File: src/rtl/phdq_pkg.sv
// ----------------------------------------------------------------------------
// phdq_pkg
// Shared types and constants for the phased delay injection queue.
// ----------------------------------------------------------------------------
package phdq_pkg;

   localparam int QUEUE_DEPTH_DEFAULT = 32;
   localparam int MAX_RESULTS         = 32;
   localparam int RESULT_CNT_WIDTH    = $clog2(MAX_RESULTS + 1);

   // serialization rate, and the reciprocal used instead of a divider
   localparam int BYTES_PER_MS     = 125;
   localparam int BYTE_RECIP_SHIFT = 23;
   localparam int BYTE_RECIP       = ((2 ** BYTE_RECIP_SHIFT) + BYTES_PER_MS - 1) / BYTES_PER_MS;

   localparam logic [15:0] WINDOW_START_RESET = 16'd400;
   localparam logic [15:0] WINDOW_END_RESET   = 16'd600;

   localparam int CSR_ADDR_WIDTH  = 5;
   localparam int CSR_DATA_WIDTH  = 32;
   localparam int CSR_INDEX_WIDTH = 3;

   // stored entry: due time, arrival time, handle
   localparam int ENTRY_WIDTH = 32 + 32 + 16;

   typedef enum logic [CSR_INDEX_WIDTH-1:0] {
      CSR_DELAY_BUDGET = 3'd0,
      CSR_PULSE_ON     = 3'd1,
      CSR_PULSE_OFF    = 3'd2,
      CSR_WINDOW_START = 3'd3,
      CSR_WINDOW_END   = 3'd4
   } csr_index_type;

   typedef struct packed {
      logic [15:0] delay_budget_ms;
      logic [15:0] pulse_on_ms;
      logic [15:0] pulse_off_ms;
      logic [15:0] window_start_ms;
      logic [15:0] window_end_ms;
   } cfg_type;

   typedef enum logic [1:0] {
      EMIT_ARRIVAL = 2'd0,
      EMIT_DROP    = 2'd1,
      EMIT_RELEASE = 2'd2,
      EMIT_EMPTY   = 2'd3
   } emit_kind_type;

   typedef enum logic [2:0] {
      ST_IDLE      = 3'd0,
      ST_ARR_MUL   = 3'd1,
      ST_ARR_DUE   = 3'd2,
      ST_ARR_EMIT  = 3'd3,
      ST_ARR_DROP  = 3'd4,
      ST_POLL_READ = 3'd5,
      ST_POLL_EVAL = 3'd6
   } ctrl_state_type;

   typedef struct packed {
      logic          capture;
      logic          arr_stage1;
      logic          arr_stage2;
      logic          arr_commit;
      logic          pop;
      logic          emit;
      emit_kind_type emit_kind;
      logic          emit_last;
   } dp_cmd_type;

   typedef struct packed {
      logic is_poll;
      logic full;
      logic head_due_ok;
      logic out_free;
   } dp_status_type;

endpackage

File: src/rtl/phdq_req_if.sv
// ----------------------------------------------------------------------------
// phdq_req_if
// Request channel: packet arrivals and departure polls.
// ----------------------------------------------------------------------------
interface phdq_req_if;
   logic        valid;
   logic        ready;
   logic        action;
   logic [31:0] now_ms;
   logic [15:0] packet_bytes;
   logic [15:0] packet_handle;

   modport source (output valid, action, now_ms, packet_bytes, packet_handle, input ready);
   modport sink   (input valid, action, now_ms, packet_bytes, packet_handle, output ready);
endinterface

File: src/rtl/phdq_rsp_if.sv
// ----------------------------------------------------------------------------
// phdq_rsp_if
// Response channel: one transaction per result item.
// ----------------------------------------------------------------------------
interface phdq_rsp_if;
   logic        valid;
   logic        ready;
   logic        departs;
   logic [15:0] out_handle;
   logic [31:0] arrived_ms;
   logic [31:0] sojourn_ms;
   logic [31:0] due_ms;
   logic        dropped;
   logic [15:0] wait_ms;
   logic        last;

   modport source (output valid, departs, out_handle, arrived_ms, sojourn_ms, due_ms,
                   dropped, wait_ms, last, input ready);
   modport sink   (input valid, departs, out_handle, arrived_ms, sojourn_ms, due_ms,
                   dropped, wait_ms, last, output ready);
endinterface

File: src/rtl/phased_delay_injection_queue_core.sv
// ----------------------------------------------------------------------------
// phased_delay_injection_queue_core
// Link emulator queue that assigns each packet a due time by phase
// (serialization window, then periodic delay pulses) and releases due
// packets in arrival order on polls.
// ----------------------------------------------------------------------------
//  channel   | direction | handshake                 | carries
//  ----------+-----------+---------------------------+---------------------------
//  req_ch    | in        | valid/ready               | arrival or poll, time, size
//  rsp_ch    | out       | valid/ready               | one result per transaction
//  apb (p*)  | in        | psel/penable, pready = 1  | five 16-bit settings
//
//  an arrival steps through capture, reciprocal multiply for the
//    125 bytes/ms division, due time add, then commit and respond
//  a poll alternates a read state and an evaluate state per released packet: the head is read from
//    the entry ram (registered read) once per release, at most 32 per poll
//  reset is synchronous; queue entries are not cleared, the fill count guards them
//  a stalled response holds the sequencer in place; the next request is
//    taken only once the last result is in the response register
// ----------------------------------------------------------------------------
module phased_delay_injection_queue_core import phdq_pkg::*; #(
   parameter int QUEUE_DEPTH = QUEUE_DEPTH_DEFAULT
) (
   input  logic                      clock,
   input  logic                      reset,
   phdq_req_if.sink                  req_ch,
   phdq_rsp_if.source                rsp_ch,
   input  logic                      psel,
   input  logic                      penable,
   input  logic                      pwrite,
   input  logic [CSR_ADDR_WIDTH-1:0] paddr,
   input  logic [CSR_DATA_WIDTH-1:0] pwdata,
   output logic [CSR_DATA_WIDTH-1:0] prdata,
   output logic                      pready
);

   cfg_type       cfg;
   dp_cmd_type    cmd;
   dp_status_type status;

   // register bank
   phdq_csr u_csr (
      .clock   (clock),
      .reset   (reset),
      .psel    (psel),
      .penable (penable),
      .pwrite  (pwrite),
      .paddr   (paddr),
      .pwdata  (pwdata),
      .prdata  (prdata),
      .pready  (pready),
      .cfg     (cfg)
   );

   // sequencer: owns request acceptance and the per-poll release count
   phdq_ctrl u_ctrl (
      .clock     (clock),
      .reset     (reset),
      .req_valid (req_ch.valid),
      .req_ready (req_ch.ready),
      .status    (status),
      .cmd       (cmd)
   );

   // storage, arithmetic and the response register
   phdq_dp #(
      .QUEUE_DEPTH (QUEUE_DEPTH)
   ) u_dp (
      .clock             (clock),
      .reset             (reset),
      .cfg               (cfg),
      .req_action        (req_ch.action),
      .req_now_ms        (req_ch.now_ms),
      .req_packet_bytes  (req_ch.packet_bytes),
      .req_packet_handle (req_ch.packet_handle),
      .cmd               (cmd),
      .status            (status),
      .rsp_ready         (rsp_ch.ready),
      .rsp_valid         (rsp_ch.valid),
      .rsp_departs       (rsp_ch.departs),
      .rsp_out_handle    (rsp_ch.out_handle),
      .rsp_arrived_ms    (rsp_ch.arrived_ms),
      .rsp_sojourn_ms    (rsp_ch.sojourn_ms),
      .rsp_due_ms        (rsp_ch.due_ms),
      .rsp_dropped       (rsp_ch.dropped),
      .rsp_wait_ms       (rsp_ch.wait_ms),
      .rsp_last          (rsp_ch.last)
   );

endmodule

File: src/rtl/phdq_ram.sv
// ----------------------------------------------------------------------------
// phdq_ram
// Generic single write, single read RAM with registered read data.
// ----------------------------------------------------------------------------
module phdq_ram #(
   parameter int WIDTH = 8,
   parameter int DEPTH = 32
) (
   input  logic                     clock,
   input  logic                     wr_en,
   input  logic [$clog2(DEPTH)-1:0] wr_addr,
   input  logic [WIDTH-1:0]         wr_data,
   input  logic [$clog2(DEPTH)-1:0] rd_addr,
   output logic [WIDTH-1:0]         rd_data
);

   logic [WIDTH-1:0] mem_ff [DEPTH];
   logic [WIDTH-1:0] rd_data_ff;

   always_ff @(posedge clock) begin
      if (wr_en) begin
         mem_ff[wr_addr] <= wr_data;
      end
      rd_data_ff <= mem_ff[rd_addr];
   end

   assign rd_data = rd_data_ff;

endmodule

File: src/rtl/phdq_csr.sv
// ----------------------------------------------------------------------------
// phdq_csr
// APB-style register bank for the delay and window settings.
// ----------------------------------------------------------------------------
module phdq_csr import phdq_pkg::*; (
   input  logic                      clock,
   input  logic                      reset,
   input  logic                      psel,
   input  logic                      penable,
   input  logic                      pwrite,
   input  logic [CSR_ADDR_WIDTH-1:0] paddr,
   input  logic [CSR_DATA_WIDTH-1:0] pwdata,
   output logic [CSR_DATA_WIDTH-1:0] prdata,
   output logic                      pready,
   output cfg_type                   cfg
);

   cfg_type       cfg_ff;
   cfg_type       cfg_in;
   csr_index_type index;
   logic          wr_en;

   assign index  = csr_index_type'(paddr[CSR_ADDR_WIDTH-1:2]);
   assign wr_en  = psel && penable && pwrite;
   assign pready = 1'b1;

   always_comb begin
      cfg_in = cfg_ff;
      prdata = '0;
      unique case (index)
         CSR_DELAY_BUDGET: begin
            prdata = CSR_DATA_WIDTH'(cfg_ff.delay_budget_ms);
            if (wr_en) cfg_in.delay_budget_ms = pwdata[15:0];
         end
         CSR_PULSE_ON: begin
            prdata = CSR_DATA_WIDTH'(cfg_ff.pulse_on_ms);
            if (wr_en) cfg_in.pulse_on_ms = pwdata[15:0];
         end
         CSR_PULSE_OFF: begin
            prdata = CSR_DATA_WIDTH'(cfg_ff.pulse_off_ms);
            if (wr_en) cfg_in.pulse_off_ms = pwdata[15:0];
         end
         CSR_WINDOW_START: begin
            prdata = CSR_DATA_WIDTH'(cfg_ff.window_start_ms);
            if (wr_en) cfg_in.window_start_ms = pwdata[15:0];
         end
         CSR_WINDOW_END: begin
            prdata = CSR_DATA_WIDTH'(cfg_ff.window_end_ms);
            if (wr_en) cfg_in.window_end_ms = pwdata[15:0];
         end
         default: begin
            prdata = '0;
         end
      endcase
   end

   always_ff @(posedge clock) begin
      if (reset) begin
         cfg_ff.delay_budget_ms <= '0;
         cfg_ff.pulse_on_ms     <= '0;
         cfg_ff.pulse_off_ms    <= '0;
         cfg_ff.window_start_ms <= WINDOW_START_RESET;
         cfg_ff.window_end_ms   <= WINDOW_END_RESET;
      end else begin
         cfg_ff <= cfg_in;
      end
   end

   assign cfg = cfg_ff;

endmodule

File: src/rtl/phdq_ctrl.sv
// ----------------------------------------------------------------------------
// phdq_ctrl
// Sequencer: steps arrivals through the due-time pipeline and walks polls
// over the queue head one entry at a time.
// ----------------------------------------------------------------------------
module phdq_ctrl import phdq_pkg::*; (
   input  logic          clock,
   input  logic          reset,
   input  logic          req_valid,
   output logic          req_ready,
   input  dp_status_type status,
   output dp_cmd_type    cmd
);

   ctrl_state_type              state_ff, state_in;
   logic [RESULT_CNT_WIDTH-1:0] count_ff, count_in;
   logic                        pend_ff, pend_in;
   logic                        release_ok;

   // stop releasing once the per-poll cap is reached
   assign release_ok = status.head_due_ok &&
                       (count_ff < RESULT_CNT_WIDTH'(MAX_RESULTS));

   always_comb begin
      state_in  = state_ff;
      count_in  = count_ff;
      pend_in   = pend_ff;
      req_ready = 1'b0;
      cmd       = '0;
      unique case (state_ff)
         ST_IDLE: begin
            req_ready = 1'b1;
            count_in  = '0;
            pend_in   = 1'b0;
            if (req_valid) begin
               cmd.capture = 1'b1;
               state_in    = ST_ARR_MUL;
            end
         end
         ST_ARR_MUL: begin
            if (status.is_poll) begin
               state_in = ST_POLL_EVAL;
            end else if (status.full) begin
               state_in = ST_ARR_DROP;
            end else begin
               cmd.arr_stage1 = 1'b1;
               state_in       = ST_ARR_DUE;
            end
         end
         ST_ARR_DUE: begin
            cmd.arr_stage2 = 1'b1;
            state_in       = ST_ARR_EMIT;
         end
         ST_ARR_EMIT: begin
            if (status.out_free) begin
               cmd.emit       = 1'b1;
               cmd.emit_kind  = EMIT_ARRIVAL;
               cmd.arr_commit = 1'b1;
               state_in       = ST_IDLE;
            end
         end
         ST_ARR_DROP: begin
            if (status.out_free) begin
               cmd.emit      = 1'b1;
               cmd.emit_kind = EMIT_DROP;
               state_in      = ST_IDLE;
            end
         end
         ST_POLL_READ: begin
            // head entry moved, let the ram read settle
            state_in = ST_POLL_EVAL;
         end
         ST_POLL_EVAL: begin
            if (status.out_free || (!pend_ff && release_ok)) begin
               if (pend_ff) begin
                  cmd.emit      = 1'b1;
                  cmd.emit_kind = EMIT_RELEASE;
                  cmd.emit_last = !release_ok;
               end else if (!release_ok) begin
                  cmd.emit      = 1'b1;
                  cmd.emit_kind = EMIT_EMPTY;
               end
               if (release_ok) begin
                  cmd.pop  = 1'b1;
                  pend_in  = 1'b1;
                  count_in = count_ff + 1'b1;
                  state_in = ST_POLL_READ;
               end else begin
                  pend_in  = 1'b0;
                  state_in = ST_IDLE;
               end
            end
         end
         default: begin
            state_in = ST_IDLE;
         end
      endcase
   end

   always_ff @(posedge clock) begin
      if (reset) begin
         state_ff <= ST_IDLE;
         count_ff <= '0;
         pend_ff  <= 1'b0;
      end else begin
         state_ff <= state_in;
         count_ff <= count_in;
         pend_ff  <= pend_in;
      end
   end

endmodule

File: src/rtl/phdq_dp.sv
// ----------------------------------------------------------------------------
// phdq_dp
// Datapath: queue storage and pointers, due-time arithmetic, pulse and
// remainder state, and the response register.
// ----------------------------------------------------------------------------
module phdq_dp import phdq_pkg::*; #(
   parameter int QUEUE_DEPTH = QUEUE_DEPTH_DEFAULT
) (
   input  logic          clock,
   input  logic          reset,
   input  cfg_type       cfg,
   input  logic          req_action,
   input  logic [31:0]   req_now_ms,
   input  logic [15:0]   req_packet_bytes,
   input  logic [15:0]   req_packet_handle,
   input  dp_cmd_type    cmd,
   output dp_status_type status,
   input  logic          rsp_ready,
   output logic          rsp_valid,
   output logic          rsp_departs,
   output logic [15:0]   rsp_out_handle,
   output logic [31:0]   rsp_arrived_ms,
   output logic [31:0]   rsp_sojourn_ms,
   output logic [31:0]   rsp_due_ms,
   output logic          rsp_dropped,
   output logic [15:0]   rsp_wait_ms,
   output logic          rsp_last
);

   localparam int PTR_WIDTH   = $clog2(QUEUE_DEPTH);
   localparam int CNT_WIDTH   = $clog2(QUEUE_DEPTH + 1);
   localparam int TOTAL_WIDTH = 17;
   localparam int PROD_WIDTH  = 34;
   localparam int QUOT_WIDTH  = PROD_WIDTH - BYTE_RECIP_SHIFT;
   localparam int REM_WIDTH   = 7;
   localparam logic [15:0] WAIT_NONE = 16'hFFFF;

   function automatic logic [PTR_WIDTH-1:0] ptr_next(input logic [PTR_WIDTH-1:0] ptr);
      return (ptr == PTR_WIDTH'(QUEUE_DEPTH - 1)) ? '0 : ptr + 1'b1;
   endfunction

   function automatic logic [31:0] sat32(input logic [32:0] value);
      return value[32] ? 32'hFFFF_FFFF : value[31:0];
   endfunction

   function automatic logic [15:0] wait_of(input logic        valid,
                                           input logic [31:0] due,
                                           input logic [31:0] now);
      logic [31:0] diff;
      diff = due - now;
      if (!valid) return WAIT_NONE;
      if (due <= now) return 16'd0;
      if (diff > 32'h0000_FFFF) return WAIT_NONE;
      return diff[15:0];
   endfunction

   // captured request
   logic        action_ff;
   logic [31:0] now_ff;
   logic [15:0] bytes_ff;
   logic [15:0] handle_ff;

   // queue state
   logic [PTR_WIDTH-1:0] head_ff, tail_ff;
   logic [CNT_WIDTH-1:0] count_ff;
   logic [31:0]          last_due_ff;
   logic [31:0]          pulse_start_ff;
   logic [REM_WIDTH-1:0] rem_ff;

   // arrival pipeline
   logic [TOTAL_WIDTH-1:0] total_ff;
   logic [PROD_WIDTH-1:0]  prod_ff;
   logic                   win_ff, late_ff, newp_ff, onp_ff;
   logic [31:0]            due_ff;
   logic [REM_WIDTH-1:0]   rem_next_ff;
   logic                   pulse_set_ff;

   // released entry waiting for the response register
   logic [15:0] pend_handle_ff;
   logic [31:0] pend_arr_ff;
   logic [31:0] pend_soj_ff;

   // response register
   logic        rsp_valid_ff;
   logic        departs_ff;
   logic [15:0] out_handle_ff;
   logic [31:0] arrived_ff;
   logic [31:0] sojourn_ff;
   logic [31:0] due_ms_ff;
   logic        dropped_ff;
   logic [15:0] wait_ff;
   logic        last_ff;

   // ram
   logic [ENTRY_WIDTH-1:0] ram_wr_data, ram_rd_data;
   logic [31:0]            head_due, head_arr;
   logic [15:0]            head_handle;

   phdq_ram #(
      .WIDTH (ENTRY_WIDTH),
      .DEPTH (QUEUE_DEPTH)
   ) u_entry_ram (
      .clock   (clock),
      .wr_en   (cmd.arr_commit),
      .wr_addr (tail_ff),
      .wr_data (ram_wr_data),
      .rd_addr (head_ff),
      .rd_data (ram_rd_data)
   );

   assign ram_wr_data = {due_ff, now_ff, handle_ff};
   assign head_due    = ram_rd_data[79:48];
   assign head_arr    = ram_rd_data[47:16];
   assign head_handle = ram_rd_data[15:0];

   // stage 1: byte total, reciprocal product, phase decisions
   logic [TOTAL_WIDTH-1:0] total_w;
   logic [PROD_WIDTH-1:0]  prod_w;
   logic [31:0]            since_w;
   logic [16:0]            period_w;

   assign total_w  = TOTAL_WIDTH'(rem_ff) + TOTAL_WIDTH'(bytes_ff);
   assign prod_w   = PROD_WIDTH'(total_w) * PROD_WIDTH'(BYTE_RECIP);
   assign since_w  = now_ff - pulse_start_ff;
   assign period_w = 17'(cfg.pulse_on_ms) + 17'(cfg.pulse_off_ms);

   // stage 2: quotient fixup and due time
   logic [QUOT_WIDTH-1:0]  quot_raw_w, quot_w;
   logic [TOTAL_WIDTH-1:0] rem_raw_w, rem_w;
   logic [31:0]            base_w;
   logic [15:0]            delay_w;
   logic [31:0]            due_w;

   always_comb begin
      quot_raw_w = QUOT_WIDTH'(prod_ff >> BYTE_RECIP_SHIFT);
      rem_raw_w  = total_ff - TOTAL_WIDTH'(TOTAL_WIDTH'(quot_raw_w) *
                                           TOTAL_WIDTH'(BYTES_PER_MS));
      if (rem_raw_w >= TOTAL_WIDTH'(BYTES_PER_MS)) begin
         quot_w = quot_raw_w + 1'b1;
         rem_w  = rem_raw_w - TOTAL_WIDTH'(BYTES_PER_MS);
      end else begin
         quot_w = quot_raw_w;
         rem_w  = rem_raw_w;
      end
      base_w  = ((count_ff != '0) && (last_due_ff > now_ff)) ? last_due_ff : now_ff;
      delay_w = (newp_ff || onp_ff) ? cfg.delay_budget_ms : 16'd0;
      if (win_ff) begin
         due_w = sat32(33'(base_w) + 33'(quot_w));
      end else if (late_ff) begin
         due_w = sat32(33'(now_ff) + 33'(delay_w));
      end else begin
         due_w = now_ff;
      end
   end

   // wait for the response: head after this transaction
   logic        wait_valid_w;
   logic [31:0] wait_due_w;
   logic [15:0] wait_w;

   always_comb begin
      wait_valid_w = (count_ff != '0);
      wait_due_w   = head_due;
      if ((cmd.emit_kind == EMIT_ARRIVAL) && (count_ff == '0)) begin
         wait_valid_w = 1'b1;
         wait_due_w   = due_ff;
      end
      wait_w = wait_of(wait_valid_w, wait_due_w, now_ff);
   end

   assign status.is_poll     = action_ff;
   assign status.full        = (count_ff == CNT_WIDTH'(QUEUE_DEPTH));
   assign status.head_due_ok = (count_ff != '0) && (head_due <= now_ff);
   assign status.out_free    = !rsp_valid_ff || rsp_ready;

   always_ff @(posedge clock) begin
      if (cmd.capture) begin
         action_ff <= req_action;
         now_ff    <= req_now_ms;
         bytes_ff  <= req_packet_bytes;
         handle_ff <= req_packet_handle;
      end
      if (cmd.arr_stage1) begin
         total_ff <= total_w;
         prod_ff  <= prod_w;
         win_ff   <= (now_ff > 32'(cfg.window_start_ms)) &&
                     (now_ff < 32'(cfg.window_end_ms));
         late_ff  <= (now_ff >= 32'(cfg.window_end_ms));
         newp_ff  <= (since_w > 32'(period_w));
         onp_ff   <= (since_w < 32'(cfg.pulse_on_ms));
      end
      if (cmd.arr_stage2) begin
         due_ff       <= due_w;
         rem_next_ff  <= rem_w[REM_WIDTH-1:0];
         pulse_set_ff <= win_ff || (late_ff && newp_ff);
      end
      if (cmd.pop) begin
         pend_handle_ff <= head_handle;
         pend_arr_ff    <= head_arr;
         pend_soj_ff    <= now_ff - head_arr;
      end
      if (cmd.emit) begin
         departs_ff    <= 1'b0;
         out_handle_ff <= '0;
         arrived_ff    <= '0;
         sojourn_ff    <= '0;
         due_ms_ff     <= '0;
         dropped_ff    <= 1'b0;
         wait_ff       <= wait_w;
         last_ff       <= 1'b1;
         case (cmd.emit_kind)
            EMIT_ARRIVAL: due_ms_ff <= due_ff;
            EMIT_DROP:    dropped_ff <= 1'b1;
            EMIT_RELEASE: begin
               departs_ff    <= 1'b1;
               out_handle_ff <= pend_handle_ff;
               arrived_ff    <= pend_arr_ff;
               sojourn_ff    <= pend_soj_ff;
               last_ff       <= cmd.emit_last;
            end
            default: ;
         endcase
      end
   end

   always_ff @(posedge clock) begin
      if (reset) begin
         head_ff        <= '0;
         tail_ff        <= '0;
         count_ff       <= '0;
         last_due_ff    <= '0;
         pulse_start_ff <= '0;
         rem_ff         <= '0;
         rsp_valid_ff   <= 1'b0;
      end else begin
         if (cmd.arr_commit) begin
            tail_ff     <= ptr_next(tail_ff);
            count_ff    <= count_ff + 1'b1;
            last_due_ff <= due_ff;
            if (win_ff) rem_ff <= rem_next_ff;
            if (pulse_set_ff) pulse_start_ff <= now_ff;
         end else if (cmd.pop) begin
            head_ff  <= ptr_next(head_ff);
            count_ff <= count_ff - 1'b1;
         end
         if (cmd.emit) begin
            rsp_valid_ff <= 1'b1;
         end else if (rsp_ready) begin
            rsp_valid_ff <= 1'b0;
         end
      end
   end

   assign rsp_valid      = rsp_valid_ff;
   assign rsp_departs    = departs_ff;
   assign rsp_out_handle = out_handle_ff;
   assign rsp_arrived_ms = arrived_ff;
   assign rsp_sojourn_ms = sojourn_ff;
   assign rsp_due_ms     = due_ms_ff;
   assign rsp_dropped    = dropped_ff;
   assign rsp_wait_ms    = wait_ff;
   assign rsp_last       = last_ff;

endmodule
File: src/flat_wrapper.sv
// flat-port wrapper written by rule: the top's interface ports become plain ports
module phased_delay_injection_queue_core_flat import phdq_pkg::*;
#(
   parameter int QUEUE_DEPTH = QUEUE_DEPTH_DEFAULT
)
  (clock, reset, psel, penable, pwrite, paddr, pwdata, prdata, pready, req_ch_valid, req_ch_action, req_ch_now_ms, req_ch_packet_bytes, req_ch_packet_handle, req_ch_ready, rsp_ch_valid, rsp_ch_departs, rsp_ch_out_handle, rsp_ch_arrived_ms, rsp_ch_sojourn_ms, rsp_ch_due_ms, rsp_ch_dropped, rsp_ch_wait_ms, rsp_ch_last, rsp_ch_ready);
  phdq_req_if req_ch_i ();
  phdq_rsp_if rsp_ch_i ();
  input  logic clock;
  input  logic reset;
  input  logic psel;
  input  logic penable;
  input  logic pwrite;
  input  logic [CSR_ADDR_WIDTH-1:0] paddr;
  input  logic [CSR_DATA_WIDTH-1:0] pwdata;
  output logic [CSR_DATA_WIDTH-1:0] prdata;
  output logic pready;
  input wire logic [$bits(req_ch_i.valid)-1:0] req_ch_valid;
  input wire logic [$bits(req_ch_i.action)-1:0] req_ch_action;
  input wire logic [$bits(req_ch_i.now_ms)-1:0] req_ch_now_ms;
  input wire logic [$bits(req_ch_i.packet_bytes)-1:0] req_ch_packet_bytes;
  input wire logic [$bits(req_ch_i.packet_handle)-1:0] req_ch_packet_handle;
  output wire logic [$bits(req_ch_i.ready)-1:0] req_ch_ready;
  output wire logic [$bits(rsp_ch_i.valid)-1:0] rsp_ch_valid;
  output wire logic [$bits(rsp_ch_i.departs)-1:0] rsp_ch_departs;
  output wire logic [$bits(rsp_ch_i.out_handle)-1:0] rsp_ch_out_handle;
  output wire logic [$bits(rsp_ch_i.arrived_ms)-1:0] rsp_ch_arrived_ms;
  output wire logic [$bits(rsp_ch_i.sojourn_ms)-1:0] rsp_ch_sojourn_ms;
  output wire logic [$bits(rsp_ch_i.due_ms)-1:0] rsp_ch_due_ms;
  output wire logic [$bits(rsp_ch_i.dropped)-1:0] rsp_ch_dropped;
  output wire logic [$bits(rsp_ch_i.wait_ms)-1:0] rsp_ch_wait_ms;
  output wire logic [$bits(rsp_ch_i.last)-1:0] rsp_ch_last;
  input wire logic [$bits(rsp_ch_i.ready)-1:0] rsp_ch_ready;
  assign req_ch_i.valid = req_ch_valid;
  assign req_ch_i.action = req_ch_action;
  assign req_ch_i.now_ms = req_ch_now_ms;
  assign req_ch_i.packet_bytes = req_ch_packet_bytes;
  assign req_ch_i.packet_handle = req_ch_packet_handle;
  assign req_ch_ready = req_ch_i.ready;
  assign rsp_ch_valid = rsp_ch_i.valid;
  assign rsp_ch_departs = rsp_ch_i.departs;
  assign rsp_ch_out_handle = rsp_ch_i.out_handle;
  assign rsp_ch_arrived_ms = rsp_ch_i.arrived_ms;
  assign rsp_ch_sojourn_ms = rsp_ch_i.sojourn_ms;
  assign rsp_ch_due_ms = rsp_ch_i.due_ms;
  assign rsp_ch_dropped = rsp_ch_i.dropped;
  assign rsp_ch_wait_ms = rsp_ch_i.wait_ms;
  assign rsp_ch_last = rsp_ch_i.last;
  assign rsp_ch_i.ready = rsp_ch_ready;
  phased_delay_injection_queue_core #(.QUEUE_DEPTH(QUEUE_DEPTH)) u_core (.clock(clock), .reset(reset), .req_ch(req_ch_i), .rsp_ch(rsp_ch_i), .psel(psel), .penable(penable), .pwrite(pwrite), .paddr(paddr), .pwdata(pwdata), .prdata(prdata), .pready(pready));
endmodule
File: config.mk
export PLATFORM = sky130hd
export DESIGN_NAME = phased_delay_injection_queue_core_flat
export DESIGN_NICKNAME = d
export VERILOG_FILES = /design/src/rtl/phdq_pkg.sv /design/src/rtl/phdq_req_if.sv /design/src/rtl/phdq_rsp_if.sv /design/src/rtl/phased_delay_injection_queue_core.sv /design/src/rtl/phdq_ram.sv /design/src/rtl/phdq_csr.sv /design/src/rtl/phdq_ctrl.sv /design/src/rtl/phdq_dp.sv /design/src/flat_wrapper.sv
export SDC_FILE = /design/constraint.sdc
export NUM_CORES = 2
export LEC_CHECK = 0
export BUFFER_PORTS_ARGS = -buffer_cell sky130_fd_sc_hd__buf_2
export CAP_MARGIN = 15
export CORE_MARGIN = 4
export CORE_UTILIZATION = 40
export CTS_CLUSTER_SIZE = 14
export DETAILED_ROUTE_END_ITERATION = 10
export GPL_TIMING_DRIVEN = 1
export PLACE_DENSITY = 0.63
export SLEW_MARGIN = 5
export SYNTH_ARGS = -nofsm -noshare
export SYNTH_HDL_FRONTEND = slang
export SYNTH_SLANG_ARGS = --single-unit
File: constraint.sdc
create_clock -name clock -period 7.47 [get_ports clock]
set_input_delay 0.3735 -clock clock [delete_from_list [all_inputs] [get_ports clock]]
set_output_delay 0.3735 -clock clock [all_outputs]
set_load 0.01 [all_outputs]
# Word-level counts from Yosys, hierarchy flattened
# Memories as Yosys holds them, arrays and structs flattened. A register that Yosys moved wholly into a read port is not among the register bits.
# Index checks and enable logic that the tools add are counted.
dict set report op_classes {
  n_mul 2
  n_addsub 15
  bitwise_logic 1
  eq_ne 19
  n_reduce_logical 36
  n_lt_le_gt_ge 11
  mux 63
}
# op count
set op_table {}
lappend op_table {{two-way mux 32 bit} 6}
lappend op_table {{two-way mux 16 bit} 7}
lappend op_table {{subtractor 32 bit} 3}
lappend op_table {{case mux 16 bit (5 select lines)} 1}
lappend op_table {{less-or-equal comparator 32 bit} 2}
lappend op_table {{less-than comparator 32 x 16 -> 1 bit} 2}
lappend op_table {{multiplier 17 x 17 -> 34 bit (second input constant)} 1}
lappend op_table {{adder 32 x 11 -> 33 bit} 1}
lappend op_table {{adder 32 x 16 -> 33 bit} 1}
lappend op_table {{>= comparator 32 x 16 -> 1 bit} 1}
lappend op_table {{> comparator 32 x 16 -> 1 bit} 1}
lappend op_table {{> comparator 32 x 16 -> 1 bit (second input constant)} 1}
lappend op_table {{> comparator 32 x 17 -> 1 bit} 1}
lappend op_table {{> comparator 32 bit} 1}
lappend op_table {{two-way mux 3 bit} 10}
lappend op_table {{two-way mux 1 bit} 26}
lappend op_table {{two-way mux 6 bit} 4}
lappend op_table {{case mux 3 bit (6 select lines)} 1}
lappend op_table {{AND reduction 2 bit} 9}
lappend op_table {{adder 16 x 16 -> 17 bit} 1}
lappend op_table {{adder 7 x 16 -> 17 bit} 1}
lappend op_table {{>= comparator 17 x 7 -> 1 bit (second input constant)} 1}
lappend op_table {{multiplier 11 x 7 -> 17 bit (second input constant)} 1}
lappend op_table {{subtractor 17 bit} 1}
lappend op_table {{other kinds (32)} 63}
dict set report word_totals {
  word_cells 187
  memories 1
  ramBits 2560
  out_inout_bits 166
  regBits 549
}
# memory depth word_bits read_ports rd_ports_with_merged_regs wr line
set mem_list {}
lappend mem_list {u_core.u_dp.u_entry_ram.mem_ff 32 80 1 1 1 phdq_ram.sv:17} ;# logic [WIDTH-1:0] mem_ff [DEPTH];

# Longest topological paths before layout
dict set report logic_depth {
  depth_word 18
  ltp_mapped 32
  depth_no_buf 32
}

# Hierarchy
# A second synthesis with hierarchy kept.
dict set report unflattened {
  hier_cells 8584
  hier_area_um2 137695.8
}
# mod instances cells_each area_per_inst_um2
set by_module_without_submodules {}
lappend by_module_without_submodules {phdq_ram 1 4669 98978.7}
lappend by_module_without_submodules {phdq_dp 1 3420 34031.4}
lappend by_module_without_submodules {phdq_csr 1 396 3958.8}
lappend by_module_without_submodules {phdq_ctrl 1 99 726.9}

# Worst setup path after synthesis
# Ideal clock, no wire load.
dict set report synth_timing {
  path_type {register -> register}
  start {register u_core.u_dp.prod_ff[23]}
  end {register u_core.u_dp.due_ff[22] (data pin)}
  synth_period_minus_slack_ps 7630
  n_path_buf 1
  stages_incl_launch_ff 30
  arrival_ps 7353
  required_time_ps 7194
  path_slack_ps -160
  path_cell_list {edfxtp_1 > fa_1 > inv_1 > fa_1 > fa_1 > inv_1 > fa_1 > inv_1 > ha_1 > inv_1 > o21bai_1 > nor3_1 > a21oi_1 > or4_1 > a21oi_1 > nor4b_2 > xnor2_1 > ha_1 > fa_1 > a21oi_1 > nor2b_1 > a311oi_1 > a21oi_1 > a31o_2 > nand2_1 > mux2i_1 > and3_1 > a21oi_1 > clkbuf_1 > a22oi_1}
}
dict set report synth_between {
  elab_chain_cells 7
  elab_cells_between_ends 8
  cone_classes {3 x add/sub; 1 x mul; 1 x order compare; 3 x mux}
}
# element line
set synth_rtl {}
lappend synth_rtl {{from (decl)} phdq_dp.sv:72} ;# logic [PROD_WIDTH-1:0] prod_ff;
lappend synth_rtl {{from (signal assigned)} phdq_dp.sv:185} ;# prod_ff <= prod_w;
lappend synth_rtl {{multiplier 11 x 7 -> 17 bit} phdq_dp.sv:136} ;# rem_raw_w = total_ff - TOTAL_WIDTH'(TOTAL_WIDTH'(quot_raw_w) *
lappend synth_rtl {{subtractor 17 bit} phdq_dp.sv:136}
lappend synth_rtl {{>= comparator 17 x 7 -> 1 bit} phdq_dp.sv:138} ;# if (rem_raw_w >= TOTAL_WIDTH'(BYTES_PER_MS)) begin
lappend synth_rtl {{two-way mux 11 bit (*)} phdq_dp.sv:138}
lappend synth_rtl {{adder 32 x 11 -> 33 bit (*)} phdq_dp.sv:148} ;# due_w = sat32(33'(base_w) + 33'(quot_w));
lappend synth_rtl {{two-way mux 32 bit (*)} phdq_dp.sv:43} ;# return value[32] ? 32'hFFFF_FFFF : value[31:0];
lappend synth_rtl {{two-way mux 32 bit (*)} phdq_dp.sv:147} ;# if (win_ff) begin
lappend synth_rtl {{net u_core.u_dp.due_w[22]} phdq_dp.sv:132} ;# logic [31:0] due_w;
lappend synth_rtl {{to (signal assigned)} phdq_dp.sv:193} ;# due_ff <= due_w;
lappend synth_rtl {{to (decl)} phdq_dp.sv:74} ;# logic [31:0] due_ff;
# Mark *: on every way through the listed nets, which the timed path passes. The rest lies on a longest branch.
# A chain may end at the register's enable or synchronous reset.

# Worst setup path after layout
dict set report layout_timing {
  start {register u_core.u_dp.prod_ff[23]}
  end {register u_core.u_dp.due_ff[18] (data pin)}
}
# Same word-level chain as after synthesis.

==> run_results.csv <==
group,metric,value,unit
run_status,outcome,"finished, final reports clean",
clock_tree,numCtsBuffers,337,
worst_setup_path,required,8.12,ns
timing,layout_setup_ws,0.182,ns
drt,routed_via_density,5.76,
placed_design,dp_hpwl,227,mm
drt,via_count,76000,
floorplanning,rows,213,
clock_tree,cts_tree,"built",
grt,grt_pass1_wl,548,mm
placed_design,io_buffer_count,239,
timing,max_freq,137,MHz
timing,tightest_slew,1.20,ns
clock_tree,cts_root_buffer,"clkbuf_16",
logic_synthesis,ys_warn_count,0,
worst_setup_path,crit_slowest_cell,"fa_1",
finish,nNetsFinal,9075,
timing,fin_crit_sh,97.6,%
logic_synthesis,synth.area.top_cells,"edfxtp_1 (64%), mux4_2 (13%), ha_1 (4.4%)",
worst_setup_path,worstPathMaxFanout,5,
grt,grt_usage,21.5,%
timing,setup_violations,0,
finish,n_fill_cell,28500,
drt,ant_nets,0,
grt,antenna_found_initial,38,
logic_synthesis,post-synth-top-area-fraction,64.2,%
clock_tree,insertion_delay,0.92,ns
timing,period_needed,7.29,ns
timing,rsz0062_at_grt,"true",
logic_synthesis,synth-seq-area-share,68.0,%
worst_setup_path,max_stage_delay,0.58,ns
logic_synthesis,synth-async-reset-ratio,0,%
drt,drt-initial-drc-count,9069,
finish,layout_common_cells,"edfxtp_1 (2908), mux4_2 (800), ha_1 (470)",
placed_design,routabilityCongestion,0.890,
timing,hold_viol,0,
clock_tree,clk_path_buf_depth,4,
drt,drc,0,
worst_setup_path,start_kind,"register",
power_and_ir_drop,p_total,42.3,mW
grt,grt_pass1_vias,76300,
finish,mostFrequentLayoutCell,"edfxtp_1",
finish,final_layout_size_suffix_gt1_share,24.9,%
logic_synthesis,syn_avg_cell_area,17.7,sq um
logic_synthesis,synth_top_area_cell,"edfxtp_1",
clock_tree,htree_levels,5,
placed_design,dp_slack,-0.328,ns
grt,grt_max_degree,152,
timing,holdWs,0.171,ns
logic_synthesis,ys_ff_latch,3166,
hold_path,hp-class,"in2reg",
power_and_ir_drop,vdd_drop_max,0.000261,V
logic_synthesis,synth_edf_count,2908,
floorplanning,die_y,591,microns
worst_setup_path,arrival,7.94,ns
clock_tree,clock_sinks,3166,
power_and_ir_drop,pwr_density_cell,270,nW/um^2
logic_synthesis,syn_area,136000,sq um
floorplanning,die-area,349000,sq um
drt,wl_per_cell,29.0,microns
worst_setup_path,worst_path_most_repeated_cell,"fa_1",
logic_synthesis,ys_types,81,
logic_synthesis,synth_cells,7692,
worst_setup_path,end_kind,"register",
timing,slew-limit-headroom,19.7,%
power_and_ir_drop,p_leak,51.7,nW
finish,syn2layout_area_growth,15.3,%
drt,firstDrtPassIters,8,
floorplanning,initial_utilization,40.3,%
logic_synthesis,dominantRegCellSynth,"edfxtp_1",
timing,finalClockSkew,0.0613,ns
run,drv_cap,0,
floorplanning,boundaryPins,275,
clock_tree,path_clk_slew,0.06,ns
floorplanning,core_area,337000,sq um
worst_setup_path,crit_type,"reg2reg",
drt,routed_wirelength,383,mm
timing,drv_slew,0,
grt,grt_overflow,0,
floorplanning,die_x,591,microns
[kinds of logic after synthesis]
kind of cell | count (synthesis) | synth area share [%]
xor gates and xnor gates | 183 | 1.19
other | 2 | 0.00553
DFF | 3166 | 68.0
buffers and inverters | 704 | 1.99
AOI/OAI and AO/OA | 890 | 4.11
and+or+nand+nor | 1203 | 4.19
muxes | 968 | 14.6
adders and majority gates | 576 | 5.85
[routing by layer]
layer	vias up	wire length (microns)	track usage (%)
li1	31800	-	-
met1	40000	160000	31.1
met2	3634	179000	33.9
met3	626	32200	3.07
met4	8	11800	6.42
met5	-	46	0
[power by group]
part           switching (mW)  internal, mW  total (mW)
Sequential              0.163          19.6        19.8
Combinational            3.56          2.75        6.31
Clock                    6.95          9.23        16.2
[sequential cells by signal, indices dropped and copies added, names as in the netlist, 11 cells and up]
signal,flops
u_core.u_dp.u_entry_ram.mem_ff,2560
u_core.u_dp.pend_handle_ff,16
u_core.u_dp.handle_ff,16
u_core.u_dp.rsp_arrived_ms,32
u_core.u_dp.pulse_start_ff,32
u_core.u_dp.rsp_due_ms,32
u_core.u_csr.cfg,80
u_core.u_dp.now_ff,32
u_core.u_dp.total_ff,17
u_core.u_dp.u_entry_ram.rd_data,80
u_core.u_dp.rsp_wait_ms,16
u_core.u_dp.due_ff,32
u_core.u_dp.prod_ff,11
u_core.u_dp.bytes_ff,16
u_core.u_dp.rsp_out_handle,16
u_core.u_dp.pend_soj_ff,32
u_core.u_dp.last_due_ff,32
u_core.u_dp.rsp_sojourn_ms,32
u_core.u_dp.pend_arr_ff,32
[path summary, 6_finish.rpt]
check	from	end	slack [ns]	depth (start not counted)
max	u_core.u_dp.prod_ff[23]$_DFFE_PP_	u_core.u_dp.due_ff[18]$_DFFE_PP_	0.18	32
min	req_ch_now_ms[11]	u_core.u_dp.now_ff[11]$_DFFE_PP_	0.17	2
max reg2reg	u_core.u_dp.prod_ff[23]$_DFFE_PP_	u_core.u_dp.due_ff[18]$_DFFE_PP_	0.18	32
min reg2reg	u_core.u_dp.u_entry_ram.rd_data[15]$_DFF_P_	u_core.u_dp.pend_handle_ff[15]$_DFFE_PP_	0.40	0
[critical path: cells and delay by family (launching register included)]
family                     cells  cell delay [ns]
adders and majority gates      6             2.69
and+or+nand+nor               10             1.67
AOI/OAI and AO/OA              6             1.06
buffers and inverters          8             0.88
DFF                            1             0.42
xor gates and xnor gates       1             0.24
muxes                          1             0.09
[Yosys cell counts (18+ instances only)]
| cell | n |
|---|---|
| edfxtp_1 | 2908 |
| mux4_2 | 800 |
| ha_1 | 476 |
| nand2_1 | 473 |
| inv_1 | 377 |
| a21oi_1 | 352 |
| clkbuf_1 | 267 |
| dfxtp_1 | 258 |
| nor2_1 | 230 |
| mux2_2 | 134 |
| o21ai_0 | 133 |
| xnor2_1 | 131 |
| and2_1 | 101 |
| fa_1 | 100 |
| a21o_1 | 85 |
| nor2b_1 | 80 |
| nand3_1 | 73 |
| nor3_1 | 52 |
| nand4_1 | 51 |
| xor2_1 | 51 |
| o21a_1 | 47 |
| a22oi_1 | 41 |
| buf_1 | 40 |
| mux2i_1 | 34 |
| nand2b_1 | 30 |
| o211ai_1 | 27 |
| and3_1 | 25 |
| o21bai_1 | 25 |
| a31oi_1 | 22 |
| o22ai_1 | 21 |
| or3_1 | 21 |
| a211oi_1 | 18 |
[cell type report]
class	instances	area, sq um	share of cell area (%)
Antenna cell	5	12.5	0.00798
Clock buffer	444	9110	5.81
Clock inverter	177	1530	0.974
Inverter	377	1430	0.909
Multi-Input combinational cell	3837	41500	26.5
Sequential cell	3166	92500	59.0
Tap cell	4515	5650	3.60
Timing Repair Buffer	671	5010	3.20
[timing repair]
| item | CTS | global route |
|---|---|---|
| endpoints found under the setup margin | 28 | 39 |
| gates resized for setup | 17 | 126 |
| hold buffers | 84 | 0 |
| buffers inserted | 8 | 14 |
| hold endpoints to repair | 190 | 0 |
| pin swaps | 11 | 58 |
[through the flow]
step / util [%] / TNS, ns / std cells / area (sq um)
finish: 46.5 / 0 / 13200 / 157000
floorplan: - / 0 / 7707 / 136000
CTS: 46.3 / 0 / 13200 / 156000
global placement: 42.8 / -2.28 / 12500 / 145000
detailed placement: 42.8 / -4.98 / 12500 / 145000
global route: 46.5 / -2.14 / 13200 / 157000
Power figures use the tool's default switching activity.
